**config.mk**
```make
export PLATFORM = sky130hd
export DESIGN_NAME = start_code_payload_deframer_flat
export DESIGN_NICKNAME = d
export VERILOG_FILES = /design/src/rtl/dfr_pkg.sv /design/src/rtl/dfr_ifs.sv /design/src/rtl/dfr_cfg_regs.sv /design/src/rtl/dfr_step.sv /design/src/rtl/dfr_burst_queue.sv /design/src/rtl/start_code_payload_deframer.sv /design/src/flat_wrapper.sv
export SDC_FILE = /design/constraint.sdc
export NUM_CORES = 1
export LEC_CHECK = 0
export ABC_AREA = 1
export ABC_CLOCK_PERIOD_IN_PS = 15100
export BUFFER_PORTS_ARGS = -buffer_cell sky130_fd_sc_hd__buf_2
export CAP_MARGIN = 10
export CORE_ASPECT_RATIO = 1.25
export CORE_MARGIN = 8
export CORE_UTILIZATION = 40
export DETAILED_ROUTE_END_ITERATION = 8
export PLACE_DENSITY = 0.57
export SETUP_SLACK_MARGIN = 0.2
export SYNTH_ARGS = -nofsm -noshare
export SYNTH_HDL_FRONTEND = slang
export SYNTH_SLANG_ARGS = --single-unit
```
**constraint.sdc**
```tcl
create_clock -name clk -period 15.1 [get_ports clk]
set_input_delay 1.51 -clock clk [delete_from_list [all_inputs] [get_ports clk]]
set_output_delay 1.51 -clock clk [all_outputs]
set_load 0.05 [all_outputs]
```
**src/rtl/dfr_pkg.sv**
```systemverilog
// Shared types and constants of the start-code payload deframer.
// Depends on nothing; every other file of the block imports it.
`default_nettype none

package dfr_pkg;

    // Result burst size: one input word causes at most this many result words.
    localparam int DFR_MAX_RES = 8;
    localparam int DFR_CNT_W   = $clog2(DFR_MAX_RES + 1);
    localparam int DFR_IDX_W   = $clog2(DFR_MAX_RES);

    // Configuration port widths.
    localparam int DFR_CFG_ADDR_W = 2;
    localparam int DFR_CFG_DATA_W = 8;

    // Stream constants.
    localparam logic [7:0] PREFIX_BYTE     = 8'h19;
    localparam logic [7:0] STRIP_FIRST     = 8'h7C;
    localparam logic [7:0] STRIP_SECOND    = 8'h01;
    localparam logic [7:0] START_CODE_TAIL = 8'h01;
    localparam logic [2:0] TID_RESET       = 3'd1;

    typedef enum logic [1:0] {
        ST_DATA       = 2'd0,
        ST_BAD_PREFIX = 2'd1,
        ST_NO_START   = 2'd2,
        ST_END        = 2'd3
    } status_t;

    typedef enum logic [DFR_CFG_ADDR_W-1:0] {
        CFG_WRAP_ENABLE = 2'd0,
        CFG_UNIT_TYPE   = 2'd1,
        CFG_TEMPORAL_ID = 2'd2
    } cfg_addr_t;

    // Position inside the current payload.
    typedef enum logic [1:0] {
        PH_IDLE     = 2'd0,  // no payload byte yet
        PH_STRIP    = 2'd1,  // a 7C is held that may open a 7C 01 header
        PH_BODY     = 2'd2,  // payload body, one byte held back
        PH_STRIPPED = 2'd3   // header stripped, no byte yet
    } phase_t;

    typedef struct packed {
        logic       wrap_enable;
        logic [4:0] unit_type;
        logic [2:0] temporal_id_plus1;
    } dfr_cfg_t;

    typedef struct packed {
        logic [1:0] zero_run;
        logic [7:0] held_byte;
        phase_t     phase;
        logic       seen_start;
        logic       err;
    } dfr_state_t;

    typedef struct packed {
        status_t    status;
        logic [7:0] out_byte;
        logic       frame_last;
    } dfr_result_t;

    typedef struct packed {
        logic [DFR_CNT_W-1:0]             cnt;
        dfr_result_t [DFR_MAX_RES-1:0]    res;
    } dfr_burst_t;

endpackage

`default_nettype wire

```
**src/rtl/dfr_ifs.sv**
```systemverilog
// Valid/ready channel interfaces of the deframer: input, result and configuration.
// Depends on dfr_pkg.
`default_nettype none

interface dfr_in_if;
    logic       valid;
    logic       ready;
    logic [7:0] data_byte;
    logic       is_last;

    modport source (output valid, data_byte, is_last, input ready);
    modport sink   (input valid, data_byte, is_last, output ready);
endinterface

interface dfr_out_if;
    import dfr_pkg::*;
    logic       valid;
    logic       ready;
    status_t    status;
    logic [7:0] out_byte;
    logic       frame_last;

    modport source (output valid, status, out_byte, frame_last, input ready);
    modport sink   (input valid, status, out_byte, frame_last, output ready);
endinterface

interface dfr_cfg_if;
    import dfr_pkg::*;
    logic                      valid;
    logic                      ready;
    logic [DFR_CFG_ADDR_W-1:0] addr;
    logic [DFR_CFG_DATA_W-1:0] wdata;

    modport source (output valid, addr, wdata, input ready);
    modport sink   (input valid, addr, wdata, output ready);
endinterface

`default_nettype wire

```
**src/rtl/dfr_cfg_regs.sv**
```systemverilog
// Configuration registers of the deframer, written through the config channel.
// Depends on dfr_pkg and dfr_ifs.
`default_nettype none

module dfr_cfg_regs (
    input  wire logic      clk,
    input  wire logic      rst_n,
    dfr_cfg_if.sink        wr,
    output dfr_pkg::dfr_cfg_t cfg_val
);
    import dfr_pkg::*;

    logic       wrap_enable_reg;
    logic [4:0] unit_type_reg;
    logic [2:0] temporal_id_reg;

    assign wr.ready = 1'b1;

    always_ff @(posedge clk or negedge rst_n)
    begin
        if (!rst_n)
        begin
            wrap_enable_reg <= 1'b0;
            unit_type_reg   <= 5'd0;
            temporal_id_reg <= TID_RESET;
        end
        else if (wr.valid)
        begin
            // Writes to an unknown index are dropped.
            case (cfg_addr_t'(wr.addr))
                CFG_WRAP_ENABLE: wrap_enable_reg <= wr.wdata[0];
                CFG_UNIT_TYPE:   unit_type_reg   <= wr.wdata[4:0];
                CFG_TEMPORAL_ID: temporal_id_reg <= wr.wdata[2:0];
                default:         ;
            endcase
        end
    end

    assign cfg_val.wrap_enable       = wrap_enable_reg;
    assign cfg_val.unit_type         = unit_type_reg;
    assign cfg_val.temporal_id_plus1 = temporal_id_reg;

endmodule

`default_nettype wire

```
**src/rtl/dfr_step.sv**
```systemverilog
// Per-word deframing logic: next parser state and the burst of results for one byte.
// Depends on dfr_pkg.
`default_nettype none

module dfr_step (
    input  wire dfr_pkg::dfr_state_t state_cur,
    input  wire dfr_pkg::dfr_cfg_t   cfg_val,
    input  wire logic [7:0]          data_byte,
    input  wire logic                is_last,
    output dfr_pkg::dfr_state_t      state_next,
    output dfr_pkg::dfr_burst_t      burst
);
    import dfr_pkg::*;

    typedef struct packed {
        dfr_state_t st;
        dfr_burst_t b;
    } acc_t;

    acc_t acc;

    function automatic dfr_result_t mk_res(status_t s, logic [7:0] v, logic l);
        dfr_result_t r;
        r.status     = s;
        r.out_byte   = v;
        r.frame_last = l;
        return r;
    endfunction

    function automatic acc_t push(acc_t a, dfr_result_t r);
        acc_t o;
        o = a;
        if (a.b.cnt < DFR_CNT_W'(DFR_MAX_RES))
        begin
            o.b.res[a.b.cnt[DFR_IDX_W-1:0]] = r;
            o.b.cnt = a.b.cnt + 1'b1;
        end
        return o;
    endfunction

    function automatic acc_t fail(acc_t a);
        acc_t o;
        o = push(a, mk_res(ST_BAD_PREFIX, 8'h00, 1'b0));
        o.st.err = 1'b1;
        return o;
    endfunction

    // One byte that belongs to the current payload.
    function automatic acc_t feed(acc_t a, dfr_cfg_t c, logic [7:0] v);
        acc_t o;
        o = a;
        if (!a.st.err && a.st.seen_start)
        begin
            case (a.st.phase)
                PH_IDLE, PH_STRIPPED:
                begin
                    if (a.st.phase == PH_IDLE && v == STRIP_FIRST)
                    begin
                        o.st.held_byte = v;
                        o.st.phase     = PH_STRIP;
                    end
                    else if (v == PREFIX_BYTE)
                    begin
                        if (c.wrap_enable)
                        begin
                            o = push(o, mk_res(ST_DATA, 8'h00, 1'b0));
                            o = push(o, mk_res(ST_DATA,
                                {c.unit_type, c.temporal_id_plus1}, 1'b0));
                        end
                        o.st.held_byte = v;
                        o.st.phase     = PH_BODY;
                    end
                    else
                    begin
                        o = fail(o);
                    end
                end
                PH_STRIP:
                begin
                    if (v == STRIP_SECOND)
                    begin
                        o.st.held_byte = 8'h00;
                        o.st.phase     = PH_STRIPPED;
                    end
                    else
                    begin
                        o = fail(o);
                    end
                end
                PH_BODY:
                begin
                    o = push(o, mk_res(ST_DATA, a.st.held_byte, 1'b0));
                    o.st.held_byte = v;
                end
                default:
                begin
                    o = a;
                end
            endcase
        end
        return o;
    endfunction

    function automatic acc_t end_frame(acc_t a);
        acc_t o;
        o = a;
        if (!a.st.err && a.st.seen_start)
        begin
            if (a.st.phase == PH_STRIP)
                o = fail(o);
            else if (a.st.phase == PH_BODY)
                o = push(o, mk_res(ST_DATA, a.st.held_byte, 1'b1));
            o.st.held_byte = 8'h00;
            o.st.phase     = PH_IDLE;
        end
        return o;
    endfunction

    // Held zeros turn out to be payload: at most three of them.
    function automatic acc_t flush(acc_t a, dfr_cfg_t c);
        acc_t       o;
        logic [1:0] zr;
        o  = a;
        zr = a.st.zero_run;
        for (int i = 0; i < 3; i++)
        begin
            if (2'(i) < zr && !o.st.err)
                o = feed(o, c, 8'h00);
        end
        o.st.zero_run = 2'd0;
        return o;
    endfunction

    always_comb
    begin
        acc.st = state_cur;
        acc.b  = '0;
        if (!state_cur.err)
        begin
            if (data_byte == 8'h00)
            begin
                // A fourth zero pushes the oldest held zero into the payload.
                if (acc.st.zero_run == 2'd3)
                    acc = feed(acc, cfg_val, 8'h00);
                else
                    acc.st.zero_run = acc.st.zero_run + 2'd1;
            end
            else if (data_byte == START_CODE_TAIL && acc.st.zero_run >= 2'd2)
            begin
                acc = end_frame(acc);
                acc.st.zero_run = 2'd0;
                if (!acc.st.err)
                begin
                    acc.st.seen_start = 1'b1;
                    acc.st.phase      = PH_IDLE;
                end
            end
            else
            begin
                acc = flush(acc, cfg_val);
                acc = feed(acc, cfg_val, data_byte);
            end

            if (is_last && !acc.st.err)
            begin
                acc = flush(acc, cfg_val);
                acc = end_frame(acc);
                if (!acc.st.err)
                begin
                    acc = push(acc, mk_res(status_t'(acc.st.seen_start ? ST_END : ST_NO_START),
                                           8'h00, 1'b0));
                    acc.st.zero_run   = 2'd0;
                    acc.st.held_byte  = 8'h00;
                    acc.st.phase      = PH_IDLE;
                    acc.st.seen_start = 1'b0;
                end
            end
        end
    end

    assign state_next = acc.st;
    assign burst      = acc.b;

endmodule

`default_nettype wire

```
**src/rtl/dfr_burst_queue.sv**
```systemverilog
// Two-slot queue of result bursts that hands out one result word per cycle while egress is ready.
// Depends on dfr_pkg and dfr_ifs.
`default_nettype none

module dfr_burst_queue (
    input  wire logic                clk,
    input  wire logic                rst_n,
    input  wire logic                push_valid,
    input  wire dfr_pkg::dfr_burst_t push_burst,
    output logic                     has_room,
    dfr_out_if.source                egress
);
    import dfr_pkg::*;

    dfr_burst_t           slot_reg [2];
    logic [1:0]           cnt_reg;
    logic [1:0]           cnt_next;
    logic                 head_reg;
    logic                 head_next;
    logic [DFR_IDX_W-1:0] idx_reg;
    logic [DFR_IDX_W-1:0] idx_next;

    dfr_burst_t  head_burst;
    dfr_result_t cur;
    logic        tail;
    logic        pop_word;
    logic        pop_burst;

    assign head_burst = slot_reg[head_reg];
    assign cur        = head_burst.res[idx_reg];
    assign tail       = head_reg ^ cnt_reg[0];
    assign has_room   = (cnt_reg != 2'd2);

    assign egress.valid      = (cnt_reg != 2'd0);
    assign egress.status     = cur.status;
    assign egress.out_byte   = cur.out_byte;
    assign egress.frame_last = cur.frame_last;

    assign pop_word  = egress.valid && egress.ready;
    assign pop_burst = pop_word &&
                       (DFR_CNT_W'(idx_reg) + DFR_CNT_W'(1) == head_burst.cnt);

    always_comb
    begin
        cnt_next  = cnt_reg;
        head_next = head_reg;
        idx_next  = idx_reg;
        if (push_valid && !pop_burst)
            cnt_next = cnt_reg + 2'd1;
        else if (!push_valid && pop_burst)
            cnt_next = cnt_reg - 2'd1;
        if (pop_burst)
        begin
            head_next = ~head_reg;
            idx_next  = '0;
        end
        else if (pop_word)
        begin
            idx_next = idx_reg + 1'b1;
        end
    end

    always_ff @(posedge clk or negedge rst_n)
    begin
        if (!rst_n)
        begin
            cnt_reg  <= 2'd0;
            head_reg <= 1'b0;
            idx_reg  <= '0;
        end
        else
        begin
            cnt_reg  <= cnt_next;
            head_reg <= head_next;
            idx_reg  <= idx_next;
        end
    end

    always_ff @(posedge clk)
    begin
        if (push_valid)
            slot_reg[tail] <= push_burst;
    end

    a_no_push_when_full: assert property (@(posedge clk) disable iff (!rst_n)
        push_valid |-> cnt_reg != 2'd2)
        else $error("burst pushed into a full queue");

    a_burst_not_empty: assert property (@(posedge clk) disable iff (!rst_n)
        push_valid |-> (push_burst.cnt != '0 &&
                        push_burst.cnt <= DFR_CNT_W'(DFR_MAX_RES)))
        else $error("pushed burst has a bad word count");

    a_idx_in_burst: assert property (@(posedge clk) disable iff (!rst_n)
        egress.valid |-> DFR_CNT_W'(idx_reg) < head_burst.cnt)
        else $error("read index beyond the head burst");

endmodule

`default_nettype wire

```
**src/rtl/start_code_payload_deframer.sv**
```systemverilog
// Top level of the start-code payload deframer: input register, parser state,
// config registers and result queue. Depends on dfr_pkg, dfr_ifs and all dfr_ modules.
//
// Usage:
//   ingress carries one stream byte per word (data_byte, is_last); is_last marks
//   the final byte of a stream. egress carries result words (status, out_byte,
//   frame_last): payload bytes with frame_last on the last byte of each frame,
//   the bad-prefix error, and the end-of-stream or no-start-code marker.
//   cfg is a write channel (addr, wdata); it is always ready and must only be
//   used while the block is idle.
//   An accepted byte is held in the input register and parsed from there; its
//   results go through the burst queue before egress can take them. One byte
//   produces up to six result words, handed out one per cycle while egress is ready.
//   Throughput is one byte per cycle as long as each byte yields at most one
//   result; that rate is set by the single-word egress port. Longer bursts
//   (wrap headers, end of stream flush) stall ingress for their extra words.
//   Results are buffered in a two-burst queue, so ingress keeps flowing while a
//   finished result waits on egress. If egress stalls, the queue fills and
//   ingress ready drops; nothing is lost.
//   Reset clears the parser and queue and loads the register defaults. After a
//   bad prefix the block swallows all input until the next reset.
`default_nettype none

module start_code_payload_deframer (
    input  wire logic clk,
    input  wire logic rst_n,
    dfr_in_if.sink    ingress,
    dfr_out_if.source egress,
    dfr_cfg_if.sink   cfg
);
    import dfr_pkg::*;

    // Input register.
    logic       in_vld_reg;
    logic [7:0] in_byte_reg;
    logic       in_last_reg;

    // Parser state, updated when the registered byte is processed.
    dfr_state_t state_reg;
    dfr_state_t state_next;

    dfr_cfg_t   cfg_val;
    dfr_burst_t burst;
    logic       q_has_room;
    logic       advance;
    logic       push_valid;
    logic       in_take;

    dfr_cfg_regs u_cfg_regs (
        .clk     (clk),
        .rst_n   (rst_n),
        .wr      (cfg),
        .cfg_val (cfg_val)
    );

    dfr_step u_step (
        .state_cur  (state_reg),
        .cfg_val    (cfg_val),
        .data_byte  (in_byte_reg),
        .is_last    (in_last_reg),
        .state_next (state_next),
        .burst      (burst)
    );

    dfr_burst_queue u_queue (
        .clk        (clk),
        .rst_n      (rst_n),
        .push_valid (push_valid),
        .push_burst (burst),
        .has_room   (q_has_room),
        .egress     (egress)
    );

    // The registered byte moves on whenever the queue has a free slot; bytes
    // that produce no result leave nothing in the queue.
    assign advance       = in_vld_reg && q_has_room;
    assign push_valid    = advance && (burst.cnt != '0);
    assign ingress.ready = !in_vld_reg || q_has_room;
    assign in_take       = ingress.valid && ingress.ready;

    always_ff @(posedge clk or negedge rst_n)
    begin
        if (!rst_n)
        begin
            in_vld_reg <= 1'b0;
            state_reg  <= '0;
        end
        else
        begin
            if (in_take)
                in_vld_reg <= 1'b1;
            else if (advance)
                in_vld_reg <= 1'b0;
            if (advance)
                state_reg <= state_next;
        end
    end

    always_ff @(posedge clk)
    begin
        if (in_take)
        begin
            in_byte_reg <= ingress.data_byte;
            in_last_reg <= ingress.is_last;
        end
    end

    a_error_sticky: assert property (@(posedge clk) disable iff (!rst_n)
        state_reg.err |=> state_reg.err)
        else $error("error state left without reset");

    a_silent_after_error: assert property (@(posedge clk) disable iff (!rst_n)
        (advance && state_reg.err) |-> !push_valid)
        else $error("result produced after a bad prefix");

    a_stream_end_marker: assert property (@(posedge clk) disable iff (!rst_n)
        (push_valid && in_last_reg && !state_next.err) |->
            (burst.res[DFR_IDX_W'(burst.cnt - 1'b1)].status == ST_END ||
             burst.res[DFR_IDX_W'(burst.cnt - 1'b1)].status == ST_NO_START))
        else $error("stream end without an end marker");

endmodule

`default_nettype wire

```
**src/flat_wrapper.sv**
```systemverilog
// flat-port wrapper written by rule: the top's interface ports become plain ports
module start_code_payload_deframer_flat import dfr_pkg::*;
  (clk, rst_n, ingress_valid, ingress_data_byte, ingress_is_last, ingress_ready, egress_valid, egress_status, egress_out_byte, egress_frame_last, egress_ready, cfg_valid, cfg_addr, cfg_wdata, cfg_ready);
  dfr_in_if ingress_i ();
  dfr_out_if egress_i ();
  dfr_cfg_if cfg_i ();
  input  wire logic clk;
  input  wire logic rst_n;
  input wire logic [$bits(ingress_i.valid)-1:0] ingress_valid;
  input wire logic [$bits(ingress_i.data_byte)-1:0] ingress_data_byte;
  input wire logic [$bits(ingress_i.is_last)-1:0] ingress_is_last;
  output wire logic [$bits(ingress_i.ready)-1:0] ingress_ready;
  output wire logic [$bits(egress_i.valid)-1:0] egress_valid;
  output wire logic [$bits(egress_i.status)-1:0] egress_status;
  output wire logic [$bits(egress_i.out_byte)-1:0] egress_out_byte;
  output wire logic [$bits(egress_i.frame_last)-1:0] egress_frame_last;
  input wire logic [$bits(egress_i.ready)-1:0] egress_ready;
  input wire logic [$bits(cfg_i.valid)-1:0] cfg_valid;
  input wire logic [$bits(cfg_i.addr)-1:0] cfg_addr;
  input wire logic [$bits(cfg_i.wdata)-1:0] cfg_wdata;
  output wire logic [$bits(cfg_i.ready)-1:0] cfg_ready;
  assign ingress_i.valid = ingress_valid;
  assign ingress_i.data_byte = ingress_data_byte;
  assign ingress_i.is_last = ingress_is_last;
  assign ingress_ready = ingress_i.ready;
  assign egress_valid = egress_i.valid;
  assign egress_status = egress_i.status;
  assign egress_out_byte = egress_i.out_byte;
  assign egress_frame_last = egress_i.frame_last;
  assign egress_i.ready = egress_ready;
  assign cfg_i.valid = cfg_valid;
  assign cfg_i.addr = cfg_addr;
  assign cfg_i.wdata = cfg_wdata;
  assign cfg_ready = cfg_i.ready;
  start_code_payload_deframer u_core (.clk(clk), .rst_n(rst_n), .ingress(ingress_i), .egress(egress_i), .cfg(cfg_i));
endmodule
```
==> results of run 1 <==
-- how the worst max path moves through the flow --
| stage | startpoint | end | slack [ns] | cells after the start |
|---|---|---|---|---|
| 3_5_place_dp | u_core.state_reg[2] | u_core.u_queue.slot_reg[0][20] | 6.61 | 33 |
| 2_1_floorplan | u_core.state_reg[2] | u_core.u_queue.slot_reg[0][0] | 5.35 | 38 |
| 4_1_cts | u_core.state_reg[2] | u_core.u_queue.slot_reg[0][31] | 6.58 | 33 |
| 3_3_place_gp | u_core.state_reg[2] | u_core.u_queue.slot_reg[0][20] | 6.71 | 33 |
| 5_1_grt | u_core.state_reg[2] | u_core.u_queue.slot_reg[0][20] | 5.97 | 33 |
| 6_report | u_core.state_reg[2] | u_core.u_queue.slot_reg[0][31] | 6.54 | 33 |
-- worst register-to-register path: cells and delay by family, from the launching register on --
family,cells,cell delay (ns)
adder cells (fa/ha/maj),6,1.58
AND/OR/NAND/NOR,18,3.15
buffers and inverters,7,2.51
flip-flops,1,0.42
AO/OA/AOI/OAI,2,0.44
-- power by group through the flow --
stage                     Clock, mW  Sequential, mW  Combinational (mW)
after detailed placement          0           0.757               0.786
after global routing          0.598           0.749               0.850
final                         0.563           0.745               0.779
after floorplan                   0           0.742               0.559
after CTS                     0.577           0.744               0.787
after global placement            0           0.756               0.778
-- cells by family (layout without fill, tap and decap cells) --
| group | count (synthesis) | in the layout | share of synthesized area [%] |
|---|---|---|---|
| compound gates | 557 | 557 | 21.9 |
| xor+xnor | 6 | 6 | 0.343 |
| fa+ha+maj | 19 | 19 | 1.55 |
| buf+inv | 304 | 292 | 7.86 |
| flops | 223 | 223 | 42.7 |
| mux | 3 | 3 | 0.196 |
| other cells | 1 | 1 | 0.0245 |
| simple gates | 813 | 813 | 25.4 |
-- Yosys cell counts, drive strengths merged, types with 6 or more instances --
cell type	instances	share of area, %
a22oi	6	0.29
ha	19	1.6
clkbuf	87	2.1
o221ai	55	3.1
dfrtp	29	4.7
o21ai	253	8.3
buf	21	0.90
o22ai	29	1.2
nor4	16	0.75
edfxtp	193	38
inv	194	4.8
nand4	33	1.8
nor3	33	1.2
o31ai	13	0.64
a21oi	118	4.0
nand3	126	4.6
nand2	362	10
a221oi	9	0.51
o211ai	42	2.1
nor2	239	6.8
-- per-stage QoR --
stage / std cells / total power, mW
6_report: 2406 / 2.09
5_1_grt: 2406 / 2.20
4_1_cts: 2406 / 2.11
3_5_place_dp: 2362 / 1.54
3_3_place_gp: 2362 / 1.53
2_1_floorplan: 1926 / 1.30
-- area by class of cell --
class                           instances  share of cell area [%]
Inverter                              196                    4.47
Tap cell                              492                    3.72
Sequential cell                       223                    39.6
Clock buffer                           28                    3.85
Timing Repair Buffer                   52                    1.86
Multi-Input combinational cell       1399                    45.9
Clock inverter                         16                   0.695
-- per-layer routing --
layer	vias to the layer above	GRT usage, %	share of wire, %
met5	-	0	0
met4	0	13.7	6.1
met3	160	2.92	6.3
met2	637	41.1	47
met1	7096	31.2	40
li1	6779	-	-
==> summary.log, run 1 <==
[critical_path] delay contributed by the slowest stage of the critical path 0.81 ns
[synthesis] cell count after synthesis 1926
[layout] total area of multi-input combinational cells 7590 um^2
[layout] most common cell after layout, fill and taps aside sky130_fd_sc_hd__nand2_1
[detailed_routing] average via count per standard cell 6.10
[clock_network] number of instances resized during post-cts repair 0
[critical_path] Critical Path RT 15.25 ns
[clock_network] worst-skew pair later-pin latency 0.54 ns
[detailed_routing] total wirelength of the detailed-routed design 57500 um
[global_routing] number of global-route vias before repair 14.0k
[critical_path] category of the worst setup path capture point register
[layout] post-route cell area 16600 um^2
[sta] Total Negative Setup Slacks 0 ns
[pwr] P_leak 6.27 nW
[synthesis] most used flip-flop cell after synthesis sky130_fd_sc_hd__edfxtp_1
[clock_network] level count of the clock H-tree 1
[sta] Final Worst Setup Slack 6.54 ns
[floorplanning] area of the die 44900 um^2
[critical_path] endpoint arrival time on the critical path 8.71 ns
[placement] Placed Area 15800 um^2
[synthesis] cell area after synthesis 15300 um^2
[critical_path] family of cells with the greatest summed delay on the critical path simple AND/OR/NAND/NOR gates
[global_routing] global-route total usage across every layer 24.9%
[layout] fill cell instance count of the final layout 3833
[sta] number of slew-limit violations in the final report 0
[critical_path] critical path startpoint category register
[clock_network] clock root buffer master sky130_fd_sc_hd__clkbuf_16
[critical_path] reg2reg setup slack 6.54 ns
[layout] Register Area 6550 um^2
[layout] most frequent cells in the layout sky130_fd_sc_hd__nand2_1, sky130_fd_sc_hd__o21ai_0, sky130_fd_sc_hd__nor2_1, sky130_fd_sc_hd__edfxtp_1, sky130_fd_sc_hd__inv_1
[placement] final HPWL from detailed placement 41700 um
[detailed_routing] count of nets left with antenna violations after detail routing 0
[clock_network] deepest clock path buffer count 3
[clock_network] clock slew seen by the registers of the worst setup and hold paths 0.06 ns
[floorplanning] floorplan core area 37900 um^2
[critical_path] largest fanout of any net on the critical path 65
[clock_network] post-CTS repair timing setup buffer count 0
[layout] final core utilization 43.6%
[clock_network] CTS buffer count 24
[pwr] switching share of power 41.3%
[floorplanning] site row count 80
[sta] setup repair after global routing missed its margin false
[global_routing] wire length of the first global-routing pass 86700 um
[layout] antenna cells 0
[worst_hold_path] Hold Crit Depth 2
[critical_path] CP Class reg2reg
[pwr] clock group share of total power 27.0%
[critical_path] slowest CP cell sky130_fd_sc_hd__buf_4
[layout] number of flip-flops under the largest register name 184
[sta] final worst-path cycle share 56.7%
[synthesis] syn avg cell area 7.96 um^2
[global_routing] remaining global-route overflow 0
[flow_run] # Max-Cap Violations 0
[sta] fin crit period 8.56 ns
[layout] share of layout cells above drive strength 1 11.3%
[critical_path] count of buffering cells on the critical path with inverters included 7
[sta] transition time at the pin with the least slew margin 1.16 ns
[floorplanning] Initial Util 40.4%
[critical_path] reg-to-reg endpoint u_core.u_queue.slot_reg[0][31]
[pwr] share of power burned in combinational logic 37.3%
[sta] number of hold violations in the final report 0
[floorplanning] x dimension of the die 191 um
[critical_path] beginning of the worst register-to-register path u_core.state_reg[2]
[sta] count of final setup violators 0
[synthesis] fraction of registers with async set/reset 13.5%
[worst_hold_path] Worst Min Path Start u_core.u_cfg_regs.unit_type_reg[1]
[clock_network] Hold Buf Count CTS 0
[floorplanning] Die Y-Extent 235 um
[floorplanning] I/O pins 38
[sta] max_slew headroom 22.0%
[clock_network] CTS tree yes
[layout] fin nets 1939
[layout] relative area change from synthesis to final layout 8.03%
[synthesis] Yosys cell types 64
[synthesis] total of warnings raised by yosys 0
[pwr] switching pwr 861 uW
[worst_hold_path] Worst Hold Class reg2reg
[global_routing] pin count of the biggest net entering global routing 101
[sta] Post-Route Skew 0.0129 ns
[placement] number of port buffers 33
[global_routing] initial antenna violation count 0
[pwr] power density of the placed cells 126 nW/um^2
[pwr] Internal 1.23 mW
[detailed_routing] number of DRC markers after the initial detailed-route iteration 1432
[placement] pre-CTS worst setup slack 6.61 ns
[detailed_routing] number of vias after detailed routing 14.7k
[worst_hold_path] hold path endpoint u_core.u_cfg_regs.unit_type_reg[1]
[sta] WHS 0.495 ns
[detailed_routing] DRC 0
[status] result of the run completed
[synthesis] synthesized netlist net count 1969
[critical_path] cell seen most often among critical-path stages sky130_fd_sc_hd__nand2_1
[synthesis] number of flops mapped to enable cells by yosys 193
[pwr] Seq pwr share 35.7%
[critical_path] number of cells on the worst reg-to-reg path 33
[placement] last weighted congestion value of the routability-driven placer 1.01
[synthesis] number of synthesized register bits 223
[sta] Max Clk Rate 0.117 GHz
[pwr] worst vdd rail ir drop 0.0957 mV
[synthesis] part of the Yosys area used for sequential elements 42.7%
[detailed_routing] first drt pass iteration count 6
[clock_network] Clock Sink Count 223
[detailed_routing] post-DR wirelength/cell 23.9 um
No activity file was read; power rests on OpenSTA's default activity.
==> inputs of run 2 (changes only) <==
--- a/config.mk
+++ b/config.mk
@@ -6,7 +6,7 @@
 export NUM_CORES = 1
 export LEC_CHECK = 0
 export ABC_AREA = 1
-export ABC_CLOCK_PERIOD_IN_PS = 15100
+export ABC_CLOCK_PERIOD_IN_PS = 8260
 export BUFFER_PORTS_ARGS = -buffer_cell sky130_fd_sc_hd__buf_2
 export CAP_MARGIN = 10
 export CORE_ASPECT_RATIO = 1.25
==> constraint.sdc (replaced) <==
create_clock -name clk -period 8.26 [get_ports clk]
set_input_delay 0.826 -clock clk [delete_from_list [all_inputs] [get_ports clk]]
set_output_delay 0.826 -clock clk [all_outputs]
set_load 0.05 [all_outputs]
==> run 2 against run 1 <==
  * First-iteration DRC count is 1.7% lower
  * Sequential power is 83% higher
  * Clock skew is 0.0090 ns higher
  * Critical path depth is 4 higher
  * Clock power is 94% higher
  * Critical endpoint is now u_core.u_queue.slot_reg[0][30]
==> summary.log, run 2 (synthesis results as in run 1) <==
[critical_path] critical path startpoint category register [unchanged]
[pwr] P_leak 6.38 nW [was 6.27 nW]
[layout] share of layout cells above drive strength 1 11.9% [was 11.3%]
[layout] post-route cell area 16800 um^2 [was 16600 um^2]
[layout] antenna cells 0 [unchanged]
[layout] number of flip-flops under the largest register name 184 [unchanged]
[detailed_routing] average via count per standard cell 6.02 [was 6.10]
[global_routing] remaining global-route overflow 0 [unchanged]
[clock_network] Hold Buf Count CTS 0 [unchanged]
[critical_path] number of cells on the worst reg-to-reg path 37 [was 33]
[layout] final core utilization 44.2% [was 43.6%]
[critical_path] delay contributed by the slowest stage of the critical path 0.44 ns [was 0.81 ns]
[placement] total instance count after detailed placement 2377 [was 2362]
[critical_path] slowest CP cell sky130_fd_sc_hd__nor2_4 [was sky130_fd_sc_hd__buf_4]
[clock_network] deepest clock path buffer count 3 [unchanged]
[layout] fill cell instance count of the final layout 3849 [was 3833]
[sta] Total Negative Setup Slacks 0 ns [unchanged]
[clock_network] number of instances resized during post-cts repair 0 [unchanged]
[clock_network] level count of the clock H-tree 1 [unchanged]
[floorplanning] Die Y-Extent 235 um [unchanged]
[sta] fin crit period 7.32 ns [was 8.56 ns]
[floorplanning] site row count 80 [unchanged]
[pwr] power density of the placed cells 230 nW/um^2 [was 126 nW/um^2]
[clock_network] worst-skew pair later-pin latency 0.55 ns [was 0.54 ns]
[sta] final worst-path cycle share 88.7% [was 56.7%]
[clock_network] Clock Sink Count 223 [unchanged]
[layout] most common cell after layout, fill and taps aside sky130_fd_sc_hd__nand2_1 [unchanged]
[clock_network] CTS tree yes [unchanged]
[layout] relative area change from synthesis to final layout 9.49% [was 8.03%]
[placement] number of port buffers 33 [unchanged]
[detailed_routing] number of vias after detailed routing 14.6k [was 14.7k]
[floorplanning] x dimension of the die 191 um [unchanged]
[pwr] worst vdd rail ir drop 0.195 mV [was 0.0957 mV]
[clock_network] clock root buffer master sky130_fd_sc_hd__clkbuf_16 [unchanged]
[detailed_routing] total wirelength of the detailed-routed design 58100 um [was 57500 um]
[sta] count of final setup violators 0 [unchanged]
[clock_network] CTS buffer count 24 [unchanged]
[pwr] Final Power 3.87 mW [was 2.09 mW]
[critical_path] endpoint arrival time on the critical path 7.55 ns [was 8.71 ns]
[sta] transition time at the pin with the least slew margin 1.02 ns [was 1.16 ns]
[clock_network] clock slew seen by the registers of the worst setup and hold paths 0.06 ns [about the same]
[critical_path] reg2reg setup slack 0.94 ns [was 6.54 ns]
[sta] max_slew headroom 31.1% [was 22.0%]
[flow_run] # Max-Cap Violations 0 [unchanged]
[sta] Post-Route Skew 0.0220 ns [was 0.0129 ns]
[global_routing] number of global-route vias before repair 14.4k [was 14.0k]
[floorplanning] Initial Util 40.4% [unchanged]
[status] result of the run completed [unchanged]
[placement] last weighted congestion value of the routability-driven placer 0.969 [was 1.01]
[global_routing] global-route total usage across every layer 25.4% [was 24.9%]
[sta] setup repair after global routing missed its margin false [unchanged]
[sta] number of hold violations in the final report 0 [unchanged]
[detailed_routing] post-DR wirelength/cell 24.0 um [was 23.9 um]
[critical_path] Critical Path RT 8.49 ns [was 15.25 ns]
[layout] fin nets 1954 [was 1939]
[critical_path] category of the worst setup path capture point register [unchanged]
[floorplanning] area of the die 44900 um^2 [unchanged]
[worst_hold_path] Worst Hold Class in2async [was reg2reg]
[detailed_routing] first drt pass iteration count 6 [unchanged]
[sta] number of slew-limit violations in the final report 0 [unchanged]
[critical_path] CP Class reg2reg [unchanged]
[layout] final instance count without filler cells 2419 [was 2406]
[critical_path] largest fanout of any net on the critical path 44 [was 65]
[floorplanning] floorplan core area 37900 um^2 [unchanged]
[placement] final HPWL from detailed placement 42100 um [was 41700 um]
[global_routing] pin count of the biggest net entering global routing 95 [was 101]
[detailed_routing] DRC 0 [unchanged]
[layout] most frequent cells in the layout sky130_fd_sc_hd__nand2_1, sky130_fd_sc_hd__o21ai_0, sky130_fd_sc_hd__nor2_1, sky130_fd_sc_hd__edfxtp_1, sky130_fd_sc_hd__inv_1 [unchanged]
[global_routing] initial antenna violation count 1 [was 0]
[placement] Placed Area 16000 um^2 [was 15800 um^2]
[detailed_routing] count of nets left with antenna violations after detail routing 0 [unchanged]
[floorplanning] I/O pins 38 [unchanged]
[global_routing] wire length of the first global-routing pass 88800 um [was 86700 um]
[detailed_routing] number of DRC markers after the initial detailed-route iteration 1408 [was 1432]
[sta] Max Clk Rate 0.137 GHz [was 0.117 GHz]
[clock_network] post-CTS repair timing setup buffer count 0 [unchanged]
## run 2: worst paths after layout
path | startpoint | to
max | u_core.state_reg[2] | u_core.u_queue.slot_reg[0][30]
min | rst_n | u_core.u_queue.head_reg
min reg2reg | u_core.u_cfg_regs.unit_type_reg[2] | u_core.u_cfg_regs.unit_type_reg[2]
max reg2reg | u_core.state_reg[2] | u_core.u_queue.slot_reg[0][30]
max in group asynchronous | rst_n | u_core.u_queue.head_reg
min in group clk | ingress_data_byte[6] | u_core.in_byte_reg[6]
## run 2: worst max-delay path: cells and delay by family (launching register included)
kind	cells	cell delay, ns
compound gates	3	0.62
flops	1	0.41
buf+inv	6	0.82
fa+ha+maj	8	2.34
simple gates	20	2.78
## run 2: layer usage
metal  part of all wire, %  track usage [%]
met5                 0.022                0
met4                   6.0             14.4
met3                   6.6             3.16
met2                    48             41.9
met1                    40             31.6
## run 2: area by class of cell
cell class | count | area, um^2 | share of cell area (%)
Clock buffer | 31 | 648 | 3.86
Sequential cell | 223 | 6550 | 39.0
Clock inverter | 11 | 138 | 0.820
Timing Repair Buffer | 67 | 495 | 2.95
Multi-Input combinational cell | 1399 | 7590 | 45.3
Inverter | 196 | 741 | 4.41
Tap cell | 492 | 616 | 3.67
## run 2: stage by stage
stage               hold slack [ns]  setup slack [ns]
CTS                           0.406             0.914
global route                  0.431             0.417
detailed placement            0.477             0.916
global placement              0.474              1.01
finish                        0.390             0.936
floorplan                     0.453            0.0719
## run 2: report_power, final
| group | switching [mW] | internal (mW) | total, mW |
|---|---|---|---|
| combinational | 1.04 | 0.367 | 1.41 |
| sequential | 0.0693 | 1.29 | 1.36 |
| clock | 0.448 | 0.647 | 1.09 |
